## src/rtl/rgta_pkg.sv

```systemverilog
// shared types and constants for the rds group text assembler
package rgta_pkg;

    localparam int TEXT_CHARS    = 64;
    localparam int SERVICE_CHARS = 8;
    localparam int LANES         = 4;
    localparam int SEG_W         = 4;
    localparam int SEGS          = 1 << SEG_W;
    localparam int LEN_W         = 7;
    localparam int SVC_IDX_W     = $clog2(SERVICE_CHARS);
    localparam int WORD_W        = 8 * LANES;

    localparam logic [7:0]       CH_LF      = 8'h0A;
    localparam logic [7:0]       CH_CR      = 8'h0D;
    localparam logic [7:0]       CH_SPACE   = 8'h20;
    localparam logic [7:0]       CH_HIGHEST = 8'h7D;
    localparam logic [SEG_W-1:0] SEG_LAST   = 4'hF;
    localparam logic [4:0]       GRP_2A     = 5'b00100;
    localparam logic [3:0]       GRP_0      = 4'h0;
    localparam logic [LEN_W-1:0] LEN_FULL   = LEN_W'(TEXT_CHARS);

    // request function codes
    typedef enum logic [1:0] {
        FN_GROUP        = 2'd0,
        FN_READ_SERVICE = 2'd1,
        FN_READ_TEXT    = 2'd2,
        FN_CLEAR        = 2'd3
    } func_t;

    // where the read character of a result comes from
    typedef enum logic [1:0] {
        RD_NONE    = 2'd0,
        RD_SERVICE = 2'd1,
        RD_TEXT    = 2'd2,
        RD_BLANK   = 2'd3
    } rd_src_t;

    // what one character lane reports
    typedef struct packed {
        logic [7:0] text_char;
        logic       is_cr;
        logic [7:0] ps_char;
    } lane_res_t;

    // merged decision for a 2A segment
    typedef struct packed {
        logic             match;
        logic             ready;
        logic             publish;
        logic [LEN_W-1:0] len;
        logic [SEG_W-1:0] exp_next;
    } seg_dec_t;

endpackage

```

## src/rtl/rgta_char_lane.sv

```systemverilog
// one character lane: radiotext LF/CR handling and service character cleanup
module rgta_char_lane (
    input  logic [7:0]          char_in,
    output rgta_pkg::lane_res_t lane
);
    import rgta_pkg::*;

    // radiotext: LF shows as a space, CR flags message end
    // service name: anything outside the printable range shows as a space
    always_comb
    begin
        lane.text_char = (char_in == CH_LF) ? CH_SPACE : char_in;
        lane.is_cr     = (char_in == CH_CR);
        if (char_in < CH_SPACE || char_in > CH_HIGHEST)
            lane.ps_char = CH_SPACE;
        else
            lane.ps_char = char_in;
    end

endmodule

```

## src/rtl/rgta_merge.sv

```systemverilog
// merges the lane results of a 2A segment into length and publish decision
module rgta_merge (
    input  logic [rgta_pkg::SEG_W-1:0] seg,
    input  logic                       ab_flag,
    input  logic [rgta_pkg::SEG_W-1:0] expected_seg,
    input  logic                       last_ab,
    input  logic [rgta_pkg::LANES-1:0] cr_hits,
    output rgta_pkg::seg_dec_t         dec
);
    import rgta_pkg::*;

    logic [1:0]       first_cr;
    logic [LEN_W-1:0] base;

    // first lane holding a CR wins
    always_comb
    begin
        first_cr = '0;
        for (int i = LANES - 1; i >= 0; i--)
        begin
            if (cr_hits[i])
                first_cr = 2'(i);
        end
    end

    assign base = {1'b0, seg, 2'b00};

    // length, message end and next expected segment
    always_comb
    begin
        dec.match   = (seg == expected_seg);
        dec.ready   = |cr_hits;
        dec.len     = dec.ready ? (base + LEN_W'(first_cr)) : (base + LEN_W'(LANES));
        dec.publish = dec.match && (dec.ready || seg == SEG_LAST) && (ab_flag != last_ab);
        if (dec.ready || seg == SEG_LAST)
            dec.exp_next = '0;
        else
            dec.exp_next = expected_seg + SEG_W'(1);
    end

endmodule

```

## src/rtl/rgta_text_store.sv

```systemverilog
// two-bank radiotext memory, one segment word per row, registered read
module rgta_text_store (
    input  logic                                    clk,
    input  logic                                    wr_en,
    input  logic [rgta_pkg::SEG_W:0]                wr_addr,
    input  logic [rgta_pkg::WORD_W-1:0]             wr_data,
    input  logic                                    rd_en,
    input  logic [rgta_pkg::SEG_W:0]                rd_addr,
    output logic [rgta_pkg::WORD_W-1:0]             rd_data
);
    import rgta_pkg::*;

    logic [WORD_W-1:0] mem [2*SEGS];

    // write port
    always_ff @(posedge clk)
    begin
        if (wr_en)
            mem[wr_addr] <= wr_data;
    end

    // read port
    always_ff @(posedge clk)
    begin
        if (rd_en)
            rd_data <= mem[rd_addr];
    end

endmodule

```

## src/rtl/rds_group_text_assembler.sv

```systemverilog
// top level of the rds group text assembler
//
//  channel  | handshake          | payload
//  ---------+--------------------+------------------------------------------------
//  input    | in_valid/in_ready  | func, block_b, block_c, block_d, read_index
//  output   | out_valid/out_ready| read_char, ps_written, rt_published,
//           |                    | rt_length, frame_lost
//
//  one request per cycle while no held result stalls input; each result appears in the
//  cycle after its request, set by the registered read of the radiotext memory
//  the four characters of a group are handled in four lanes in the same cycle
//  a held result stalls input only when out_ready is low
//  reset brings spaces in service name and published text, length 64;
//  no clearing pass is needed
module rds_group_text_assembler (
    input  logic        clk,
    input  logic        rst_n,
    input  logic        in_valid,
    output logic        in_ready,
    input  logic [1:0]  func,
    input  logic [15:0] block_b,
    input  logic [15:0] block_c,
    input  logic [15:0] block_d,
    input  logic [5:0]  read_index,
    output logic        out_valid,
    input  logic        out_ready,
    output logic [7:0]  read_char,
    output logic        ps_written,
    output logic        rt_published,
    output logic [6:0]  rt_length,
    output logic        frame_lost
);
    import rgta_pkg::*;

    func_t                 fn;
    logic                  in_acc;
    logic                  grp0;
    logic                  is2a;
    logic                  ps_ev;
    logic                  rt_ev;
    logic                  pub_ev;
    logic                  clr_ev;
    logic [7:0]            lane_in [LANES];
    lane_res_t             lane_res [LANES];
    logic [LANES-1:0]      cr_hits;
    seg_dec_t              dec;
    logic [WORD_W-1:0]     wr_data;
    logic [WORD_W-1:0]     rd_data;

    // control state
    logic [SEG_W-1:0]      exp_seg_reg, exp_seg_next;
    logic                  last_ab_reg, last_ab_next;
    logic                  pub_bank_reg, pub_bank_next;
    logic                  blank_reg, blank_next;
    logic [LEN_W-1:0]      pub_len_reg, pub_len_next;
    logic [7:0]            svc_reg [SERVICE_CHARS];
    logic [7:0]            svc_next [SERVICE_CHARS];

    // output stage
    logic                  out_valid_reg, out_valid_next;
    logic                  ps_reg;
    logic                  pub_reg;
    logic                  lost_reg;
    logic [LEN_W-1:0]      len_reg;
    rd_src_t               src_reg, src_next;
    logic [7:0]            svc_char_reg;
    logic [1:0]            lane_sel_reg;

    assign fn       = func_t'(func);
    assign in_ready = !out_valid_reg || out_ready;
    assign in_acc   = in_valid && in_ready;
    assign grp0     = (block_b[15:12] == GRP_0);
    assign is2a     = (block_b[15:11] == GRP_2A);
    assign ps_ev    = in_acc && (fn == FN_GROUP) && grp0;
    assign rt_ev    = in_acc && (fn == FN_GROUP) && is2a;
    assign pub_ev   = rt_ev && dec.publish;
    assign clr_ev   = in_acc && (fn == FN_CLEAR);

    // character lanes, in text order
    assign lane_in[0] = block_c[15:8];
    assign lane_in[1] = block_c[7:0];
    assign lane_in[2] = block_d[15:8];
    assign lane_in[3] = block_d[7:0];

    for (genvar g = 0; g < LANES; g++)
    begin : g_lane
        rgta_char_lane u_lane (
            .char_in (lane_in[g]),
            .lane    (lane_res[g])
        );
        assign cr_hits[g] = lane_res[g].is_cr;
        assign wr_data[WORD_W-1-8*g -: 8] = lane_res[g].text_char;
    end

    rgta_merge u_merge (
        .seg          (block_b[SEG_W-1:0]),
        .ab_flag      (block_b[4]),
        .expected_seg (exp_seg_reg),
        .last_ab      (last_ab_reg),
        .cr_hits      (cr_hits),
        .dec          (dec)
    );

    // work bank is the one not published
    rgta_text_store u_store (
        .clk     (clk),
        .wr_en   (rt_ev && dec.match),
        .wr_addr ({!pub_bank_reg, block_b[SEG_W-1:0]}),
        .wr_data (wr_data),
        .rd_en   (in_acc && (fn == FN_READ_TEXT)),
        .rd_addr ({pub_bank_reg, read_index[5:2]}),
        .rd_data (rd_data)
    );

    // next control state
    always_comb
    begin
        exp_seg_next  = exp_seg_reg;
        last_ab_next  = last_ab_reg;
        pub_bank_next = pub_bank_reg;
        blank_next    = blank_reg;
        pub_len_next  = pub_len_reg;
        svc_next      = svc_reg;
        if (rt_ev)
            exp_seg_next = dec.match ? dec.exp_next : '0;
        if (pub_ev)
        begin
            last_ab_next  = block_b[4];
            pub_bank_next = !pub_bank_reg;
            blank_next    = 1'b0;
            pub_len_next  = dec.len;
        end
        if (ps_ev)
        begin
            svc_next[{block_b[1:0], 1'b0}] = lane_res[2].ps_char;
            svc_next[{block_b[1:0], 1'b1}] = lane_res[3].ps_char;
        end
        if (clr_ev)
        begin
            exp_seg_next = '0;
            blank_next   = 1'b1;
            pub_len_next = LEN_FULL;
            for (int i = 0; i < SERVICE_CHARS; i++)
                svc_next[i] = CH_SPACE;
        end
    end

    // read source of the result
    always_comb
    begin
        case (fn)
            FN_READ_SERVICE:
                src_next = (read_index < 6'(SERVICE_CHARS)) ? RD_SERVICE : RD_NONE;
            FN_READ_TEXT:
                if ({1'b0, read_index} < pub_len_reg)
                    src_next = blank_reg ? RD_BLANK : RD_TEXT;
                else
                    src_next = RD_NONE;
            default:
                src_next = RD_NONE;
        endcase
    end

    always_comb
    begin
        if (in_acc)
            out_valid_next = 1'b1;
        else if (out_ready)
            out_valid_next = 1'b0;
        else
            out_valid_next = out_valid_reg;
    end

    // control registers
    always_ff @(posedge clk or negedge rst_n)
    begin
        if (!rst_n)
        begin
            exp_seg_reg   <= '0;
            last_ab_reg   <= 1'b0;
            pub_bank_reg  <= 1'b0;
            blank_reg     <= 1'b1;
            pub_len_reg   <= LEN_FULL;
            out_valid_reg <= 1'b0;
            for (int i = 0; i < SERVICE_CHARS; i++)
                svc_reg[i] <= CH_SPACE;
        end
        else
        begin
            exp_seg_reg   <= exp_seg_next;
            last_ab_reg   <= last_ab_next;
            pub_bank_reg  <= pub_bank_next;
            blank_reg     <= blank_next;
            pub_len_reg   <= pub_len_next;
            out_valid_reg <= out_valid_next;
            svc_reg       <= svc_next;
        end
    end

    // result payload, loaded with each request
    always_ff @(posedge clk)
    begin
        if (in_acc)
        begin
            ps_reg       <= ps_ev;
            pub_reg      <= pub_ev;
            lost_reg     <= rt_ev && !dec.match;
            len_reg      <= pub_len_next;
            src_reg      <= src_next;
            svc_char_reg <= svc_reg[read_index[SVC_IDX_W-1:0]];
            lane_sel_reg <= read_index[1:0];
        end
    end

    // read character select
    always_comb
    begin
        case (src_reg)
            RD_SERVICE: read_char = svc_char_reg;
            RD_TEXT:    read_char = rd_data[WORD_W-1-8*lane_sel_reg -: 8];
            RD_BLANK:   read_char = CH_SPACE;
            default:    read_char = 8'h00;
        endcase
    end

    assign out_valid    = out_valid_reg;
    assign ps_written   = ps_reg;
    assign rt_published = pub_reg;
    assign rt_length    = len_reg;
    assign frame_lost   = lost_reg;

    // a publish swaps the banks and unblanks the text
    a_pub_swap: assert property (@(posedge clk) disable iff (!rst_n)
        pub_ev |=> (pub_bank_reg != $past(pub_bank_reg)) && !blank_reg)
        else $error("publish did not swap banks");

    // a lost frame or a clear restarts segment sync
    a_sync_reset: assert property (@(posedge clk) disable iff (!rst_n)
        (clr_ev || (rt_ev && !dec.match)) |=> (exp_seg_reg == '0))
        else $error("segment sync not reset");

    // a clear leaves a full blank text
    a_clear: assert property (@(posedge clk) disable iff (!rst_n)
        clr_ev |=> blank_reg && (pub_len_reg == LEN_FULL))
        else $error("clear left stale text");

    // result flags are exclusive
    a_flags: assert property (@(posedge clk) disable iff (!rst_n)
        out_valid_reg |-> $countones({ps_reg, pub_reg, lost_reg}) <= 1)
        else $error("conflicting result flags");

    // published length stays within the text
    a_len: assert property (@(posedge clk) disable iff (!rst_n)
        pub_ev |-> (dec.len <= LEN_FULL) && (dec.len != '0 || cr_hits[0]))
        else $error("bad publish length");

endmodule

```

## config.mk

```make
export PLATFORM = sky130hd
export DESIGN_NAME = rds_group_text_assembler
export DESIGN_NICKNAME = d
export VERILOG_FILES = /design/src/rtl/rgta_pkg.sv /design/src/rtl/rgta_char_lane.sv /design/src/rtl/rgta_merge.sv /design/src/rtl/rgta_text_store.sv /design/src/rtl/rds_group_text_assembler.sv
export SDC_FILE = /design/constraint.sdc
export NUM_CORES = 1
export LEC_CHECK = 0
export BUFFER_PORTS_ARGS = -buffer_cell sky130_fd_sc_hd__buf_2
export CORE_ASPECT_RATIO = 0.6
export CORE_MARGIN = 2
export CORE_UTILIZATION = 62
export CTS_CLUSTER_SIZE = 30
export DETAILED_ROUTE_END_ITERATION = 8
export GPL_ROUTABILITY_DRIVEN = 0
export PLACE_DENSITY_LB_ADDON = 0.25
export SLEW_MARGIN = 25
export SYNTH_ARGS = -nofsm -noshare
export SYNTH_HDL_FRONTEND = slang
export SYNTH_SLANG_ARGS = --single-unit
```

## constraint.sdc

```tcl
create_clock -name clk -period 5.6 [get_ports clk]
set_input_delay 1.12 -clock clk [delete_from_list [all_inputs] [get_ports clk]]
set_output_delay 1.12 -clock clk [all_outputs]
set_load 0.03 [all_outputs]
```

==> results.md, run 1 <==
- Die W: 353 um
- EDFF count, synth: 1078
- Most common cell after layout, fill and taps aside: edfxtp_1
- Grt total ovfl: 0
- I/O Buffers: 73
- Multiplexer area fraction after synthesis: 17.3%
- Fin Clk Skew: ~0.021 ns
- Clock network fraction of total power: ~40%
- Worst Setup End Kind: flip-flop
- Gate power share: 4.7%
- Post-CTS Setup Inserts: 0
- WS Path Type: primary input to flip-flop
- Setup violators final: 0
- Worst IR drop on VDD: 422 uV
- Number of diodes: 0
- Share of cells above drive strength 1: 29.8%
- Synth Area in Adders: 0.387%
- Yosys top cell by area: edfxtp_1
- Die Ht: approximately 210 um
- Net switching power: approximately 0.0036 W
- Drt wl/cell: 33.6 um
- Skew-Pair Late Insertion Delay: 0.68 ns
- # H-tree levels: 3
- Layout net count: 2240
- Filler cell count: 4182
- Worst EP arrival: 4.34 ns
- Period Utilization, post-route: 71.4%
- Fin. Hold Viols: 0
- Synth Warn #: 0
- Most frequent cells in the layout: edfxtp_1 (1078), mux4_2 (312), clkbuf_16 (98)
- CTS resizes: 0
- P&R area growth vs syn: 11.7%
- Total CTS buffers: approximately 100
- Max Cap Viol: 0
- Compound-cell area share of the yosys netlist: 2.70%
- Simple-Gate Fraction of Synth Area: 2.18%
- Seq/Total Area, Yosys: 76.0%
- Post-DP HPWL: 61300 um
- I/O pin total: 80
- Final wirelength: ~110000 um
- Main combinational cell family by area after synthesis: multiplexers
- Min Tclk post-route: 4.00 ns
- #FFs+latches synth: between 1000 and 1500
- Average cell area after synthesis: 22.0 um2
- Place WS: 0.971 ns
- CP startpoint kind: primary input
- Fmax: 250 MHz
- Vias in the first global route: ~22000
- Core area: 0.0720 mm2
- Initial antenna violation count: 3
- Design Area, Final: between 0.05 and 0.06 mm2
- Largest register FFs: 1024
- Top_reg_cell synth: edfxtp_1
- Maximum clock path buffer count: 3
- Cell area after synthesis: 0.0452 mm2
- Placed Instance Area: between 0.04 and 0.05 mm2
- Detailed Route Iter0 Violations: 3240
- Largest net degree at the start of global routing: 85
- Netlist cell types: 57
- Fraction of synthesized cell area in xor and xnor cells: less than 1%
- Asr flop ratio synth: 6.83%
- Via count: 22400
- Syn nets: roughly 2100
- First-pass GRT wire length: 156000 um
- Slew headroom: 31.7%
- Post-CTS Hold Buffers: 0
- Clk slew on worst S/H paths: around 0.070 ns
- Cell count after placement: 3041
- Root Driver: clkbuf_16
- Total GRT Usage: 29.5%
- Outcome: complete, no violations
- Final Slew Violations: 0
- Via-per-instance ratio: 6.94
- Slew @ Worst Pin: 1.02 ns
- RSZ-0062 raised after global routing: false
- Mapped Cells: 2055
- Largest cells by area after synthesis: edfxtp_1 (72%), mux4_2 (16%), dfrtp_1 (3.8%)
- Power per cell area: 339 mW/mm2
- CP max FO: 13
- Final Non-Filler Cells: 3225
- CTS tree: done
- DR DRC count: 0
- Row count: 76
- Part of the power in registers: between 50% and 60%
- Seq. cell area: 0.0344 mm2
- Leak Pwr: 16.4 nW
- Total Power: 0.0171 W
- Area of the multi-input gates: roughly 0.011 mm2
- Total Die Area: 0.0752 mm2
- Antenna-violating nets left: 0
- CP Data Required Time: slightly below 6 ns
- Final worst setup slack: 1.60 ns
- Initial core utilization: 62.8%
- First-pass DRT Iterations: 6
- Synth top area share: 71.6%
- Clk sinks: 1157
- P_int: approximately 0.013 W
- Final TNS setup: 0 ns
- Switch share: 21.1%
- Hold Crit Class: primary input to asynchronous set/reset pin
==> synth_stat cells (all sizes together), types with 7 or more instances <==
master	instances
and3	10
nand4	13
buf	56
a22oi	32
nor2b	10
ha	14
mux4	312
nand2	37
edfxtp	1078
clkbuf	77
nor2	40
mux2i	68
and2	21
o21ai	7
a22o	51
o21a	32
dfrtp	69
nand3	14
mux2	9
inv	13
nand2b	7
dfstp	10
a21oi	19
==> power groups by stage <==
stage	logic [W]	registers [W]	clock network (W)
2_1_floorplan	0.000502	0.00967	0
3_3_place_gp	0.000757	0.00967	0
3_5_place_dp	0.000781	0.00967	0
4_1_cts	0.000790	0.00948	0.00689
5_1_grt	0.000846	0.00948	0.00720
6_report	0.000797	0.00948	0.00682
==> kinds of logic (layout without fill, tap and decap cells) <==
logic type,Yosys count,in the layout
buffers and inverters,146,341
multiplexers,389,389
adder cells (fa/ha/maj),14,14
flip-flops,1157,1157
AND/OR/NAND/NOR,182,182
XOR/XNOR,7,7
AO/OA/AOI/OAI,160,160
==> final cells by class <==
type	count	share of cell area, %
Inverter	13	0.0966
Timing Repair Buffer	144	2.30
Clock inverter	67	1.27
Sequential cell	1157	68.0
Tap cell	975	2.42
Clock buffer	117	5.02
Multi-Input combinational cell	752	20.9
==> final timing paths <==
path                           startpoint             endpoint  slack, ns  cells after the start
setup / recovery                  func[0]  u_store.mem[20][31]       1.60                      9
hold / removal                      rst_n          svc_reg[51]       0.48                      1
setup reg to reg           exp_seg_reg[2]  u_store.mem[20][31]       2.03                      6
hold reg to reg               svc_reg[39]          svc_reg[39]       0.48                      1
max in group asynchronous           rst_n         pub_bank_reg       4.55                      1
min in group clk              svc_reg[39]          svc_reg[39]       0.48                      1
==> stage by stage <==
step / hold WS, ns / util, %
floorplan: 0.448 / -
global placement: 0.465 / 65.6
detailed placement: 0.470 / 65.7
CTS: 0.489 / 70.1
global route: 0.501 / 70.2
finish: 0.481 / 70.2
==> critical path, stage by stage <==
cell and delay [ns]:
buf_2 0.12, inv_1 0.08, ha_1 0.14, or4b_1 0.53, nor3b_2 0.38, and3_1 0.41
nand2_1 0.52, nor2_4 0.63, buf_4 0.39
==> routing by layer <==
| layer | track usage (%) | up-vias | routed length [um] |
|---|---|---|---|
| met1 | 43.2 | 11800 | 42500 |
| met3 | 9.68 | 183 | 13800 |
| met2 | 43.9 | 1521 | 49600 |
| met5 | 0 | - | 34 |
| li1 | - | 8859 | - |
| met4 | 7.40 | 6 | 2490 |
No activity file was read; power rests on OpenSTA's default activity.
==> run 2: changes to the inputs <==
--- a/config.mk
+++ b/config.mk
@@ -8,7 +8,7 @@
 export BUFFER_PORTS_ARGS = -buffer_cell sky130_fd_sc_hd__buf_2
 export CORE_ASPECT_RATIO = 0.6
 export CORE_MARGIN = 2
-export CORE_UTILIZATION = 62
+export CORE_UTILIZATION = 56
 export CTS_CLUSTER_SIZE = 30
 export DETAILED_ROUTE_END_ITERATION = 8
 export GPL_ROUTABILITY_DRIVEN = 0
==> constraint.sdc (replaced) <==
create_clock -name clk -period 3.4 [get_ports clk]
set_input_delay 0.68 -clock clk [delete_from_list [all_inputs] [get_ports clk]]
set_output_delay 0.68 -clock clk [all_outputs]
set_load 0.03 [all_outputs]
==> results.md, run 2 (same netlist as run 1, synthesis figures left out) <==
- Skew-Pair Late Insertion Delay: 0.70 ns
- CP startpoint kind: flip-flop
- CP Data Required Time: 2.72 ns
- Detailed Route Iter0 Violations: 2777
- Worst hold margin: 0.0235 ns
- Core area: 0.0797 mm2
- Worst EP arrival: 2.56 ns
- CP max FO: 8
- Total GRT Usage: a little over a quarter
- Top Layer Used: met5
- Worst IR drop on VDD: 531 uV
- Post-Route M1 WL: 45100 um
- Post-DP HPWL: 63800 um
- CP peak stage delay: 0.74 ns
- Initial antenna violation count: 4
- Outcome: complete, no violations
- Met3 routed WL: ~13000 um
- Initial core utilization: 56.7%
- Die Ht: 224 um
- Cell count after placement: 3208
- Grt total ovfl: 0
- Vias in the first global route: about 23000
- Max stage delay cell, worst path: edfxtp_1
- Reg-to-reg slack, setup: 0.83 ns
- Post-CTS Hold Buffers: 0
- Layout net count: about 2300
- Most common cell after layout, fill and taps aside: edfxtp_1
- First-pass DRT Iterations: 5
- Fin. Hold Viols: 0
- Crit-path cells: mux4_2, o21ai_0, nand2_1, buf_2
- I/O pin total: 80
- Maximum clock path buffer count: 3
- Leak Pwr: 17.0 nW
- Clk sinks: 1157
- Max Cap Viol: 0
- Slew @ Worst Pin: 0.941 ns
- Reg2reg path depth: 8
- Min Tclk post-route: about 3.2 ns
- Power per cell area: 556 mW/mm2
- Clk slew on worst S/H paths: 0.07 ns
- CTS tree: done
- Root Driver: clkbuf_16
- Via-per-instance ratio: between 6 and 7
- # H-tree levels: 3
- Total CTS buffers: 97
- Total Die Area: 0.0831 mm2
- Most frequent cells in the layout: edfxtp_1 (1078), mux4_2 (312), clkbuf_16 (97)
- Worst r2r dst: u_store.mem[10][30]
- Worst Setup End Kind: output pin
- Share of cells above drive strength 1: 32.5%
- CTS resizes: 0
- Largest register FFs: 1024
- Hold Crit Class: primary input to asynchronous set/reset pin
- Crit path capture: read_char[5]
- Largest net degree at the start of global routing: 80
- DR DRC count: 0
- WL met2: around 48000 um
- WS Path Type: flip-flop to output pin
- RSZ-0062 raised after global routing: false
- Post-CTS Setup Inserts: 0
- Die W: between 300 and 400 um
- Final Non-Filler Cells: 3390
- First-pass GRT wire length: 157000 um
- Via count: approximately 22000
- Final wirelength: between 100000 and 150000 um
- R2R Path Start: exp_seg_reg[2]
- Antenna-violating nets left: 0
- Drt wl/cell: 31.9 um
- Design Area, Final: 0.0521 mm2
- Period Utilization, post-route: 95.4%
- Row count: 80
- Placed Instance Area: 0.0486 mm2
- Crit path from: lane_sel_reg[0]
- Final Slew Violations: 0
- Setup violators final: 0
- Slew headroom: 37.3%
- Fmax: 308 MHz
- I/O Buffers: between 70 and 80
- Fin Clk Skew: 0.0273 ns
- P&R area growth vs syn: 15.2%
[run 2: changes by cell type in the layout (fill, tap and decap cells not counted), sizes merged]
| cell | previous run | this run |
|---|---|---|
| buf | 144 | 220 |
| bufinv | 10 | 20 |
| clkbuf | 117 | 107 |
| clkinv | 49 | 40 |
| clkinvlp | 2 | 8 |
| diode | 0 | 1 |
[run 2: routing by layer]
layer | GRT usage (%) | vias to the layer above
met5 | 0 | -
met3 | 9.10 | 173
met4 | 5.93 | 2
met2 | 38.0 | 1236
li1 | - | 9012
met1 | 40.8 | 11800
[run 2: cell type report]
type / count / area [um2]
Clock buffer: 107 / 2460
Multi-Input combinational cell: 752 / 10500
Fill cell: 5042 / 27600
Inverter: 13 / 48.8
Clock inverter: 74 / 970
Antenna cell: 1 / 2.50
Timing Repair Buffer: 220 / 2390
Tap cell: 1066 / 1330
Sequential cell: 1157 / 34400
[run 2: how the worst min path moves through the flow]
stage / from / cells past startpoint / to
after CTS: rst_n / 1 / svc_reg[46]
final: rst_n / 1 / svc_reg[54]
after global placement: svc_reg[15] / 1 / svc_reg[15]
after floorplan: rst_n / 0 / exp_seg_reg[0]
after detailed placement: svc_reg[15] / 1 / svc_reg[15]
after global routing: rst_n / 1 / svc_reg[54]
[run 2: critical path, delay by kind of cell (launching register included)]
| kind | cells | cell delay, ns |
|---|---|---|
| AOI/OAI and AO/OA | 1 | 0.19 |
| buffers and inverters | 1 | 0.18 |
| DFF | 1 | 0.74 |
| muxes | 1 | 0.64 |
| and+or+nand+nor | 1 | 0.10 |
[run 2: stage by stage]
stage | total power [W] | TNS (ns) | setup WS (ns) | util (%)
after floorplan | 0.0168 | -100.43 | -0.172 | -
after global placement | 0.0172 | 0 | 0.0609 | 61.1
after detailed placement | 0.0173 | 0 | 0.0345 | 61.1
after CTS | 0.0291 | 0 | 0.103 | 65.4
after global routing | 0.0298 | 0 | 0.0761 | 65.4
final | 0.0290 | 0 | 0.157 | 65.4
[run 2: power by group]
| part | internal [W] | switching, W | leakage [nW] |
|---|---|---|---|
| Sequential | 0.0156 | 0.0000228 | 10.8 |
| Combinational | 0.000545 | 0.000805 | 4.60 |
| Clock | 0.00682 | 0.00517 | 1.66 |
| Total | 0.0230 | 0.00600 | 17.0 |
